`config.mk`:
```
export PLATFORM = sky130hd
export DESIGN_NAME = bounded_set_membership_table
export DESIGN_NICKNAME = d
export VERILOG_FILES = /design/src/sv/bsmt_pkg.sv /design/src/sv/bsmt_ctrl.sv /design/src/sv/bsmt_dpath.sv /design/src/sv/bounded_set_membership_table.sv
export SDC_FILE = /design/constraint.sdc
export NUM_CORES = 1
export LEC_CHECK = 0
export ABC_AREA = 1
export BUFFER_PORTS_ARGS = -buffer_cell sky130_fd_sc_hd__clkbuf_2
export CELL_PAD_IN_SITES_DETAIL_PLACEMENT = 1
export CELL_PAD_IN_SITES_GLOBAL_PLACEMENT = 1
export CORE_ASPECT_RATIO = 0.8
export CORE_UTILIZATION = 54
export CTS_BUF_LIST = sky130_fd_sc_hd__clkbuf_16
export DETAILED_ROUTE_END_ITERATION = 10
export PLACE_DENSITY = 0.87
export SLEW_MARGIN = 20
export SYNTH_ARGS = -nofsm -noshare
export SYNTH_HDL_FRONTEND = slang
export SYNTH_SLANG_ARGS = --single-unit
export TNS_END_PERCENT = 10
```
`constraint.sdc`:
```
create_clock -name clk -period 9.5 [get_ports clk]
set_input_delay 0.95 -clock clk [delete_from_list [all_inputs] [get_ports clk]]
set_output_delay 0.95 -clock clk [all_outputs]
set_load 0.03 [all_outputs]
```
`src/sv/bsmt_pkg.sv`:
```
// Shared types and constants for the bounded set membership table.
// No dependencies; imported by the controller, datapath and top level.
package bsmt_pkg;

  // Default storage depth and field widths
  localparam int unsigned MAX_ENTRIES_DEF = 16;
  localparam int unsigned VAL_W           = 32;
  localparam int unsigned OP_W            = 2;
  localparam int unsigned CAP_W           = 5;
  localparam int unsigned CNT_OUT_W       = 5;

  localparam logic [CAP_W-1:0] CAP_RESET = 5'd10;

  // Operation codes; the unused code behaves as a look up
  localparam logic [OP_W-1:0] OP_INSERT = 2'd0;
  localparam logic [OP_W-1:0] OP_REMOVE = 2'd1;
  localparam logic [OP_W-1:0] OP_LOOKUP = 2'd2;

  // Commands from controller to datapath
  typedef struct packed {
    logic capture;  // register request and match vector
    logic apply;    // update the store and load the result register
  } bsmt_cmd_t;

endpackage

```
`src/sv/bsmt_ctrl.sv`:
```
// Controller for the bounded set membership table: request sequencing.
// Depends on bsmt_pkg for the command struct.
module bsmt_ctrl (
  input  logic                clk,
  input  logic                rst_n,
  input  logic                in_valid,
  output logic                in_ready,
  output logic                out_valid,
  input  logic                out_ready,
  output bsmt_pkg::bsmt_cmd_t cmd
);
  import bsmt_pkg::*;

  typedef enum logic {
    S_IDLE,
    S_APPLY
  } state_t;

  state_t state_r, state_nxt;
  logic   out_valid_r, out_valid_nxt;
  logic   slot_free;

  // Result register can take a new result when empty or being drained
  assign slot_free = !out_valid_r || out_ready;

  // Next state and command decode
  always_comb begin
    state_nxt     = state_r;
    out_valid_nxt = out_valid_r && !out_ready;
    cmd.capture   = 1'b0;
    cmd.apply     = 1'b0;
    case (state_r)
      S_IDLE: begin
        if (in_valid) begin
          cmd.capture = 1'b1;
          state_nxt   = S_APPLY;
        end
      end
      S_APPLY: begin
        if (slot_free) begin
          cmd.apply     = 1'b1;
          out_valid_nxt = 1'b1;
          state_nxt     = S_IDLE;
        end
      end
      default: state_nxt = S_IDLE;
    endcase
  end

  // Hold state and the result valid flag
  always_ff @(posedge clk) begin
    if (!rst_n) begin
      state_r     <= S_IDLE;
      out_valid_r <= 1'b0;
    end else begin
      state_r     <= state_nxt;
      out_valid_r <= out_valid_nxt;
    end
  end

  assign in_ready  = (state_r == S_IDLE);
  assign out_valid = out_valid_r;

endmodule

```
`src/sv/bsmt_dpath.sv`:
```
// Datapath for the bounded set membership table: entry registers, parallel
// match, packed shift on remove, count, capacity register and result register.
// Depends on bsmt_pkg for widths, op codes and the command struct.
module bsmt_dpath #(
  parameter int unsigned MAX_ENTRIES = bsmt_pkg::MAX_ENTRIES_DEF
) (
  input  logic                                 clk,
  input  logic                                 rst_n,
  input  bsmt_pkg::bsmt_cmd_t                  cmd,
  input  logic [bsmt_pkg::OP_W-1:0]            in_operation,
  input  logic signed [bsmt_pkg::VAL_W-1:0]    in_element_value,
  input  logic                                 cfg_we,
  input  logic [bsmt_pkg::CAP_W-1:0]           cfg_data,
  output logic                                 out_was_present,
  output logic                                 out_status,
  output logic [bsmt_pkg::CNT_OUT_W-1:0]       out_member_count,
  output logic                                 out_is_empty,
  output logic                                 out_is_full
);
  import bsmt_pkg::*;

  localparam int unsigned CNT_W  = $clog2(MAX_ENTRIES + 1);
  localparam int unsigned WIDE_W = (CNT_W > CAP_W) ? CNT_W : CAP_W;
  localparam int unsigned WW     = (WIDE_W > CNT_OUT_W) ? WIDE_W : CNT_OUT_W;

  logic [VAL_W-1:0]     entry_r   [MAX_ENTRIES];
  logic [CNT_W-1:0]     count_r, count_nxt;
  logic [CAP_W-1:0]     cap_r;
  logic [OP_W-1:0]      op_r;
  logic [VAL_W-1:0]     val_r;
  logic [MAX_ENTRIES-1:0] match_r, match_nxt, shift_en;

  logic             present, full_now, do_insert, do_remove, reject;
  logic [WW-1:0]    count_w, count_nxt_w, cap_w, max_w, eff_cap_w;

  // Compare every live entry against the incoming value
  always_comb begin
    for (int i = 0; i < MAX_ENTRIES; i++) begin
      match_nxt[i] = (entry_r[i] == in_element_value) && (CNT_W'(i) < count_r);
    end
  end

  // Entry i takes its upper neighbor when the removed entry sits at or below it
  always_comb begin
    for (int i = 0; i < MAX_ENTRIES; i++) begin
      shift_en[i] = 1'b0;
      for (int j = 0; j <= i; j++) begin
        shift_en[i] = shift_en[i] | match_r[j];
      end
    end
  end

  // Effective capacity and update decisions
  assign count_w   = WW'(count_r);
  assign cap_w     = WW'(cap_r);
  assign max_w     = WW'(MAX_ENTRIES);
  assign eff_cap_w = (cap_w > max_w) ? max_w : cap_w;
  assign present   = |match_r;
  assign full_now  = (count_w >= eff_cap_w);

  always_comb begin
    do_insert = 1'b0;
    do_remove = 1'b0;
    reject    = 1'b0;
    case (op_r)
      OP_INSERT: begin
        do_insert = !present && !full_now;
        reject    = !present && full_now;
      end
      OP_REMOVE: do_remove = present;
      default: begin
        do_insert = 1'b0;
        do_remove = 1'b0;
      end
    endcase
  end

  always_comb begin
    count_nxt = count_r;
    if (do_insert) begin
      count_nxt = count_r + CNT_W'(1);
    end else if (do_remove) begin
      count_nxt = count_r - CNT_W'(1);
    end
  end

  assign count_nxt_w = WW'(count_nxt);

  // Capture the request and its match vector
  always_ff @(posedge clk) begin
    if (cmd.capture) begin
      op_r    <= in_operation;
      val_r   <= in_element_value;
      match_r <= match_nxt;
    end
  end

  // Append on insert, shift down on remove
  always_ff @(posedge clk) begin
    if (cmd.apply) begin
      for (int i = 0; i < MAX_ENTRIES; i++) begin
        if (do_insert && (count_r == CNT_W'(i))) begin
          entry_r[i] <= val_r;
        end else if (do_remove && shift_en[i] && (i + 1 < MAX_ENTRIES)) begin
          entry_r[i] <= entry_r[(i + 1) % MAX_ENTRIES];
        end
      end
    end
  end

  // Hold count and capacity
  always_ff @(posedge clk) begin
    if (!rst_n) begin
      count_r <= '0;
      cap_r   <= CAP_RESET;
    end else begin
      if (cmd.apply) begin
        count_r <= count_nxt;
      end
      if (cfg_we) begin
        cap_r <= cfg_data;
      end
    end
  end

  // Load the result register
  always_ff @(posedge clk) begin
    if (cmd.apply) begin
      out_was_present  <= present;
      out_status       <= reject;
      out_member_count <= count_nxt_w[CNT_OUT_W-1:0];
      out_is_empty     <= (count_nxt == '0);
      out_is_full      <= (count_nxt_w >= eff_cap_w);
    end
  end

endmodule

```
`src/sv/bounded_set_membership_table.sv`:
```
// Top level of the bounded set membership table: controller plus datapath.
// Depends on bsmt_pkg, bsmt_ctrl and bsmt_dpath.
//
//   channel  direction  handshake             payload
//   in_      request    in_valid / in_ready   in_operation, in_element_value
//   out_     result     out_valid / out_ready was_present, status, member_count,
//                                             is_empty, is_full
//   cfg_     write      cfg_valid / cfg_ready cfg_data (capacity in use)
//
// On acceptance of a request all entries are compared against the value at
// once and the match vector is registered; in the apply step the entries are
// appended or shifted and the result register is loaded. A waiting result
// stalls only the apply step. Reset clears the count and sets the capacity to
// 10; the entries are not cleared. cfg_ready is always high.
module bounded_set_membership_table #(
  parameter int unsigned MAX_ENTRIES = bsmt_pkg::MAX_ENTRIES_DEF
) (
  input  logic                               clk,
  input  logic                               rst_n,
  input  logic                               in_valid,
  output logic                               in_ready,
  input  logic [bsmt_pkg::OP_W-1:0]          in_operation,
  input  logic signed [bsmt_pkg::VAL_W-1:0]  in_element_value,
  output logic                               out_valid,
  input  logic                               out_ready,
  output logic                               out_was_present,
  output logic                               out_status,
  output logic [bsmt_pkg::CNT_OUT_W-1:0]     out_member_count,
  output logic                               out_is_empty,
  output logic                               out_is_full,
  input  logic                               cfg_valid,
  output logic                               cfg_ready,
  input  logic [bsmt_pkg::CAP_W-1:0]         cfg_data
);
  import bsmt_pkg::*;

  bsmt_cmd_t cmd;

  assign cfg_ready = 1'b1;

  bsmt_ctrl u_ctrl (
    .clk       (clk),
    .rst_n     (rst_n),
    .in_valid  (in_valid),
    .in_ready  (in_ready),
    .out_valid (out_valid),
    .out_ready (out_ready),
    .cmd       (cmd)
  );

  bsmt_dpath #(
    .MAX_ENTRIES (MAX_ENTRIES)
  ) u_dpath (
    .clk              (clk),
    .rst_n            (rst_n),
    .cmd              (cmd),
    .in_operation     (in_operation),
    .in_element_value (in_element_value),
    .cfg_we           (cfg_valid && cfg_ready),
    .cfg_data         (cfg_data),
    .out_was_present  (out_was_present),
    .out_status       (out_status),
    .out_member_count (out_member_count),
    .out_is_empty     (out_is_empty),
    .out_is_full      (out_is_full)
  );

endmodule
```
== Word-level counts from Yosys, hierarchy flattened ==
Memory sizes are Yosys's and may differ from the RTL's.
Index checks and enable logic that the tools add are counted.

* Divide/modulo/power cells: 0
* Bitwise operators: 30
* Multipliers: 0
* $add $sub $neg: 2
* Equal/unequal tests: 32
* Shifts and indexed selects: 0
* $lt $le $gt $ge: 19
* Muxes and demuxes: 139
* Reductions and logical operators: 60

{| class="wikitable"
|+ Operators by type and width
! operator !! number
|-
| == test 32 bit || 16
|-
| two-way mux 32 bit || 16
|-
| two-way mux 1 bit || 118
|-
| logical AND 1 bit || 50
|-
| == test 5 x 4 -> 1 bit (second input constant) || 8
|-
| < comparator 4 x 5 -> 1 bit (first input constant) || 8
|-
| OR reduction 32 bit || 1
|-
| bitwise OR 1 bit || 29
|-
| == test 5 x 3 -> 1 bit (second input constant) || 4
|-
| < comparator 3 x 5 -> 1 bit (first input constant) || 4
|-
| OR reduction 16 bit || 1
|-
| two-way mux 5 bit || 3
|-
| == test 5 x 2 -> 1 bit (second input constant) || 2
|-
| greater-or-equal comparator 5 bit || 2
|-
| zero test 5 bit || 2
|-
| < comparator 1 x 5 -> 1 bit (first input constant) || 2
|-
| < comparator 2 x 5 -> 1 bit (first input constant) || 2
|-
| adder 5 x 1 -> 5 bit (second input constant) || 1
|-
| == test 5 x 1 -> 1 bit (second input constant) || 1
|-
| greater-than comparator 5 bit (second input constant) || 1
|-
| subtractor 5 x 1 -> 5 bit (second input constant) || 1
|-
| zero test 1 bit || 4
|-
| two-way mux 4 bit || 1
|-
| == test 2 x 1 -> 1 bit (second input constant) || 1
|-
| other kinds (4) || 4
|}

* Flip-flop bits (word level): 71
* Memory bits (writable): 512
* Bits in read-only memories: 0
* Memories: 1
* Input bits: 44
* Latch bits: 0
* Output and inout bits: 12
* Logic and storage cells: 295

{| class="wikitable"
|+ Memories
! memory !! depth !! width !! read ports !! clocked after memory_dff !! wr ports !! RTL line !! text
|-
| u_dpath.entry_r || 16 || 32 || 16 || 0 || 15 || bsmt_dpath.sv:26 || <nowiki>logic [VAL_W-1:0] entry_r [MAX_ENTRIES];</nowiki>
|}

== Depth between registers and ports, before layout ==
* Depth after elaboration: 20
* Mapped depth: 19
* Depth with buffers taken out: 19

== Modules after synthesis ==
From an unflattened synthesis, not the netlist that was laid out.

* Cells, all modules: 3243
* Area total of the unflattened synthesis: 30648.1 µm²

{| class="wikitable"
|+ By module, submodules not included
! module !! seq. area each (µm²) !! cells each !! area each (µm²) !! instances
|-
| bsmt_dpath || 17346.6 || 3230 || 30553.1 || 1
|-
| bsmt_ctrl || 40.0 || 11 || 83.8 || 1
|-
| bounded_set_membership_table || 0.0 || 2 || 11.3 || 1
|}

== Least setup slack after synthesis ==
No wires, ideal clock.

* Path type: reg-to-reg
* Start point: register u_dpath.cap_r[0]
* End point: memory u_dpath.entry_r[15][0], in the netlist u_dpath.entry_r[1][224], enable pin
* Arrival time: 4.876 ns
* Path buffers: 0
* Slack: 4.123 ns
* Period minus slack after synthesis: 5.377 ns
* Setup time: 0.501 ns
* Data required time: 8.999 ns
* Stages on the path, launching flop included: 11
* Path through: dfxtp_1 > o41ai_1 > nand2_1 > ha_1 > nand2_1 > inv_1 > nand2_1 > nand3_1 > nor2_1 > nand2_1 > nor4_1

{| class="wikitable"
|+ RTL lines
! element !! RTL line !! text
|-
| start, declared || bsmt_dpath.sv:28 || <nowiki>logic [CAP_W-1:0] cap_r;</nowiki>
|-
| start signal, assigned || bsmt_dpath.sv:121 || <nowiki>cap_r <= cfg_data;</nowiki>
|-
| end, declared || bsmt_dpath.sv:26 ||
|}

==> impl_metrics.tcl <==
set metrics [dict create \
    hold_class "in -> reg" \
    synth_top_area_share_pct 56.27 \
    die_w_um 267.6 \
    setup_viol 0 \
    root_buffer "clkbuf_16" \
    r2r_cells 11 \
    worstMarginPinSlew_ns 1.083 \
    syn_nets 3237 \
    fillCellCount 6175 \
    fin_worst_skew_ns 0.02015 \
    crit_fanout 32 \
    ys_types 47 \
    seq_area_frac_synth_pct 57.05 \
    max_freq_mhz 221.2 \
    routed_wl_mm 131.5 \
    insertion_delay_ns 0.64 \
    clkTransAtPathRegs_ns 0.06 \
    whs_path_depth 1 \
    crit_type "reg -> reg" \
    place_ws_ns 5.183 \
    fin_crit_sh_pct 47.58 \
    critPathCapture "u_dpath.entry_r[0][23]$_DFFE_PP_" \
    slew_violations 0 \
    async_flop_share_pct 0 \
    num_rows 77 \
    ios 56 \
    drive_gt1_share_pct 7.709 \
    synth-edff-count 571 \
    hold_violations 0 \
    yosysWarnings 0 \
    min_period_ns 4.521 \
    grtUsageTotal_pct 45.65 \
    place.gp.congestion 1.100 \
    vdd_drop_max_uv 144.1 \
    maxSlewHeadroom_pct 27.47 \
    drv_cap 0 \
    min_from "in_operation[0]" \
    ys_ff_latch 583 \
    avgSynthCellArea_um2 9.589 \
    synth_area_um2 30470 \
    status "finished clean" \
    postCtsSetupBuffers 0 \
    r2r_end "u_dpath.entry_r[0][23]$_DFFE_PP_" \
    dpl.hpwl_mm 93.78 \
    ant_nets 0 \
    die_area_um2 57390 \
    numCtsBuffers 59 \
    worst_ep_required_time_ns 9.77 \
    tns_ns 0 \
    start_kind "register" \
    hold_slack_ns 0.4978 \
    multi_input_area_um2 11330 \
    synth_top_area_cell "edfxtp_1" \
    syn2layout_area_growth_pct 9.587 \
    power_density_nw_per_um2 179.8 \
    wl_per_cell_um 33.21 \
    dpl_cell_area_um2 31470 \
    rsz0062_at_grt "false" \
    worst_setup_path_end_kind "register" \
    viasPerCell 6.720 \
    grt_pass1_wl_mm 185.2 \
    dr.pass1.iters 6 \
    cts_htree_levels 2 \
    drt-initial-drc-count 3867 \
    synth_common_cells "625 x nand2_1, 571 x edfxtp_1, 348 x o21ai_0" \
    die_y_um 214.5 \
    arrival_ns 4.79 \
    layout_setup_ws_ns 4.979 \
    postCtsHoldBufs 0 \
    cp-startpoint "u_dpath.cap_r[0]$_SDFFE_PN0P_" \
    coreArea_um2 55490 \
    portBuffers 54 \
    yosys.cell_count.top_type "nand2_1" \
    postCtsResizedCells 0 \
    vias 26620 \
    r2r_slack_ns 4.98 \
    finalPower_w 0.006004 \
    nets 3217 \
    grt.overflow.total 0 \
    yosys-top-cells-area "edfxtp_1 56%, nand2_1 7.7%, xnor2_1 5.7%, o21ai_0 5.7%, inv_1 3.6%" \
    grt_pass1_vias 27290 \
    grt_start_max_net_pins 66 \
    fin_area_um2 33400 \
    seqCellArea_um2 17390 \
    drcViolationCount 0 \
    synth-main-ff-cell "edfxtp_1" \
    syn_inst 3178 \
    antenna_found_initial 8 \
    start_util_pct 54.92 \
    cts_tree "built" \
    clock-sinks 583 \
    clk_path_buf_depth 3 \
    power_leakage_nw 12.37 \
    timing.rr.start "u_dpath.cap_r[0]$_SDFFE_PN0P_" \
]
layout by cell type, fill, tap and decap left out, types with 2 or more instances in the layout:
cell,synthesis,routed
a211oi_1,4,4
a21oi_1,141,141
a221oi_1,35,35
a22o_1,5,5
a31oi_1,2,2
buf_12,0,3
buf_16,0,2
buf_4,21,47
bufinv_16,0,5
clkbuf_16,0,59
clkbuf_2,1,54
clkinv_1,19,35
clkinv_2,0,9
dfxtp_1,12,12
diode_2,0,7
edfxtp_1,571,571
ha_1,15,15
inv_1,291,306
inv_6,0,3
nand2_1,625,620
nand2_2,1,2
nand2_4,2,6
nand3_1,60,60
nand3b_1,2,2
nand4_1,37,37
nor2_1,286,285
nor2_4,6,8
nor3_1,13,13
nor4_1,17,16
o2111ai_1,8,8
o21ai_0,348,342
o21ai_1,33,33
o21ai_4,0,9
o21bai_1,2,2
o22ai_1,147,147
o31ai_4,0,10
or2_2,26,26
xnor2_1,199,199
xor2_1,61,61
state kept, by name (all words and copies together), names as in the netlist:
name,cells
u_dpath.match_r,16
u_dpath.out_was_present,1
u_dpath.out_is_full,1
u_dpath.cap_r,5
u_ctrl.out_valid,1
u_dpath.val_r,32
u_ctrl.state_r,1
u_dpath.out_member_count,5
u_dpath.out_is_empty,1
u_dpath.count_r,5
u_dpath.op_r,2
u_dpath.out_status,1
u_dpath.entry_r,512
worst max-delay path, stage by stage (launching register included):
cell     delay, ns
dfxtp_1       0.33
o41ai_1       0.67
nand2_1       0.24
ha_1          0.37
nand2_1       0.10
inv_1         0.05
nand2_1       0.09
nand4_1       0.13
nor2_1        0.73
nand2_1       0.58
o31ai_4       0.35
buf_4         0.47
through the flow:
| stage | utilization (%) | cells |
|---|---|---|
| 2_1_floorplan | - | 3178 |
| 3_3_place_gp | 56.63 | 3842 |
| 3_5_place_dp | 56.71 | 3844 |
| 4_1_cts | 59.98 | 3951 |
| 5_1_grt | 60.16 | 3956 |
| 6_report | 60.18 | 3961 |
cell families (layout without fill, tap and decap cells):
family / after synthesis / count (layout) / synth area share [%]
buf+inv: 499 / 525 / 6.721
simple gates: 1078 / 1078 / 14.49
fa+ha+maj: 15 / 15 / 0.6159
xor+xnor: 260 / 260 / 7.472
other cells: 1 / 8 / 0.01231
flops: 583 / 583 / 57.05
compound gates: 742 / 742 / 13.64
power by group:
group / internal (W) / switching (W)
clock network: 0.00125 / 0.00104
registers: 0.00292 / 0.0000942
logic: 0.000180 / 0.000507
total: 0.00436 / 0.00165
area by class of cell:
type	count	area share, %
Clock buffer	59	4.421
Multi-Input combinational cell	2096	33.92
Antenna cell	7	0.05245
Sequential cell	583	52.06
Clock inverter	48	1.012
Timing Repair Buffer	106	2.210
Tap cell	750	2.810
Inverter	312	3.514
metal layers:
layer | global-route usage, % | part of all wire [%] | routed length, um
met1 | 55.57 | 34 | 44860
met2 | 68.51 | 44 | 57410
met3 | 11.78 | 13 | 16530
met5 | 0 | 0.017 | 22
met4 | 37.22 | 9.7 | 12720
worst min-delay path by stage:
stage	to	slack, ns
after detailed placement	u_ctrl.out_valid$_SDFF_PN0_	0.50
final	u_dpath.op_r[0]$_DFFE_PP_	0.50
after CTS	u_dpath.op_r[0]$_DFFE_PP_	0.48
after floorplan	u_dpath.entry_r[1][227]$_DFFE_PP_	0.42
after global routing	u_dpath.op_r[0]$_DFFE_PP_	0.50
after global placement	u_dpath.cap_r[1]$_SDFFE_PN1P_	0.47
No activity file was read; power rests on OpenSTA's default activity.
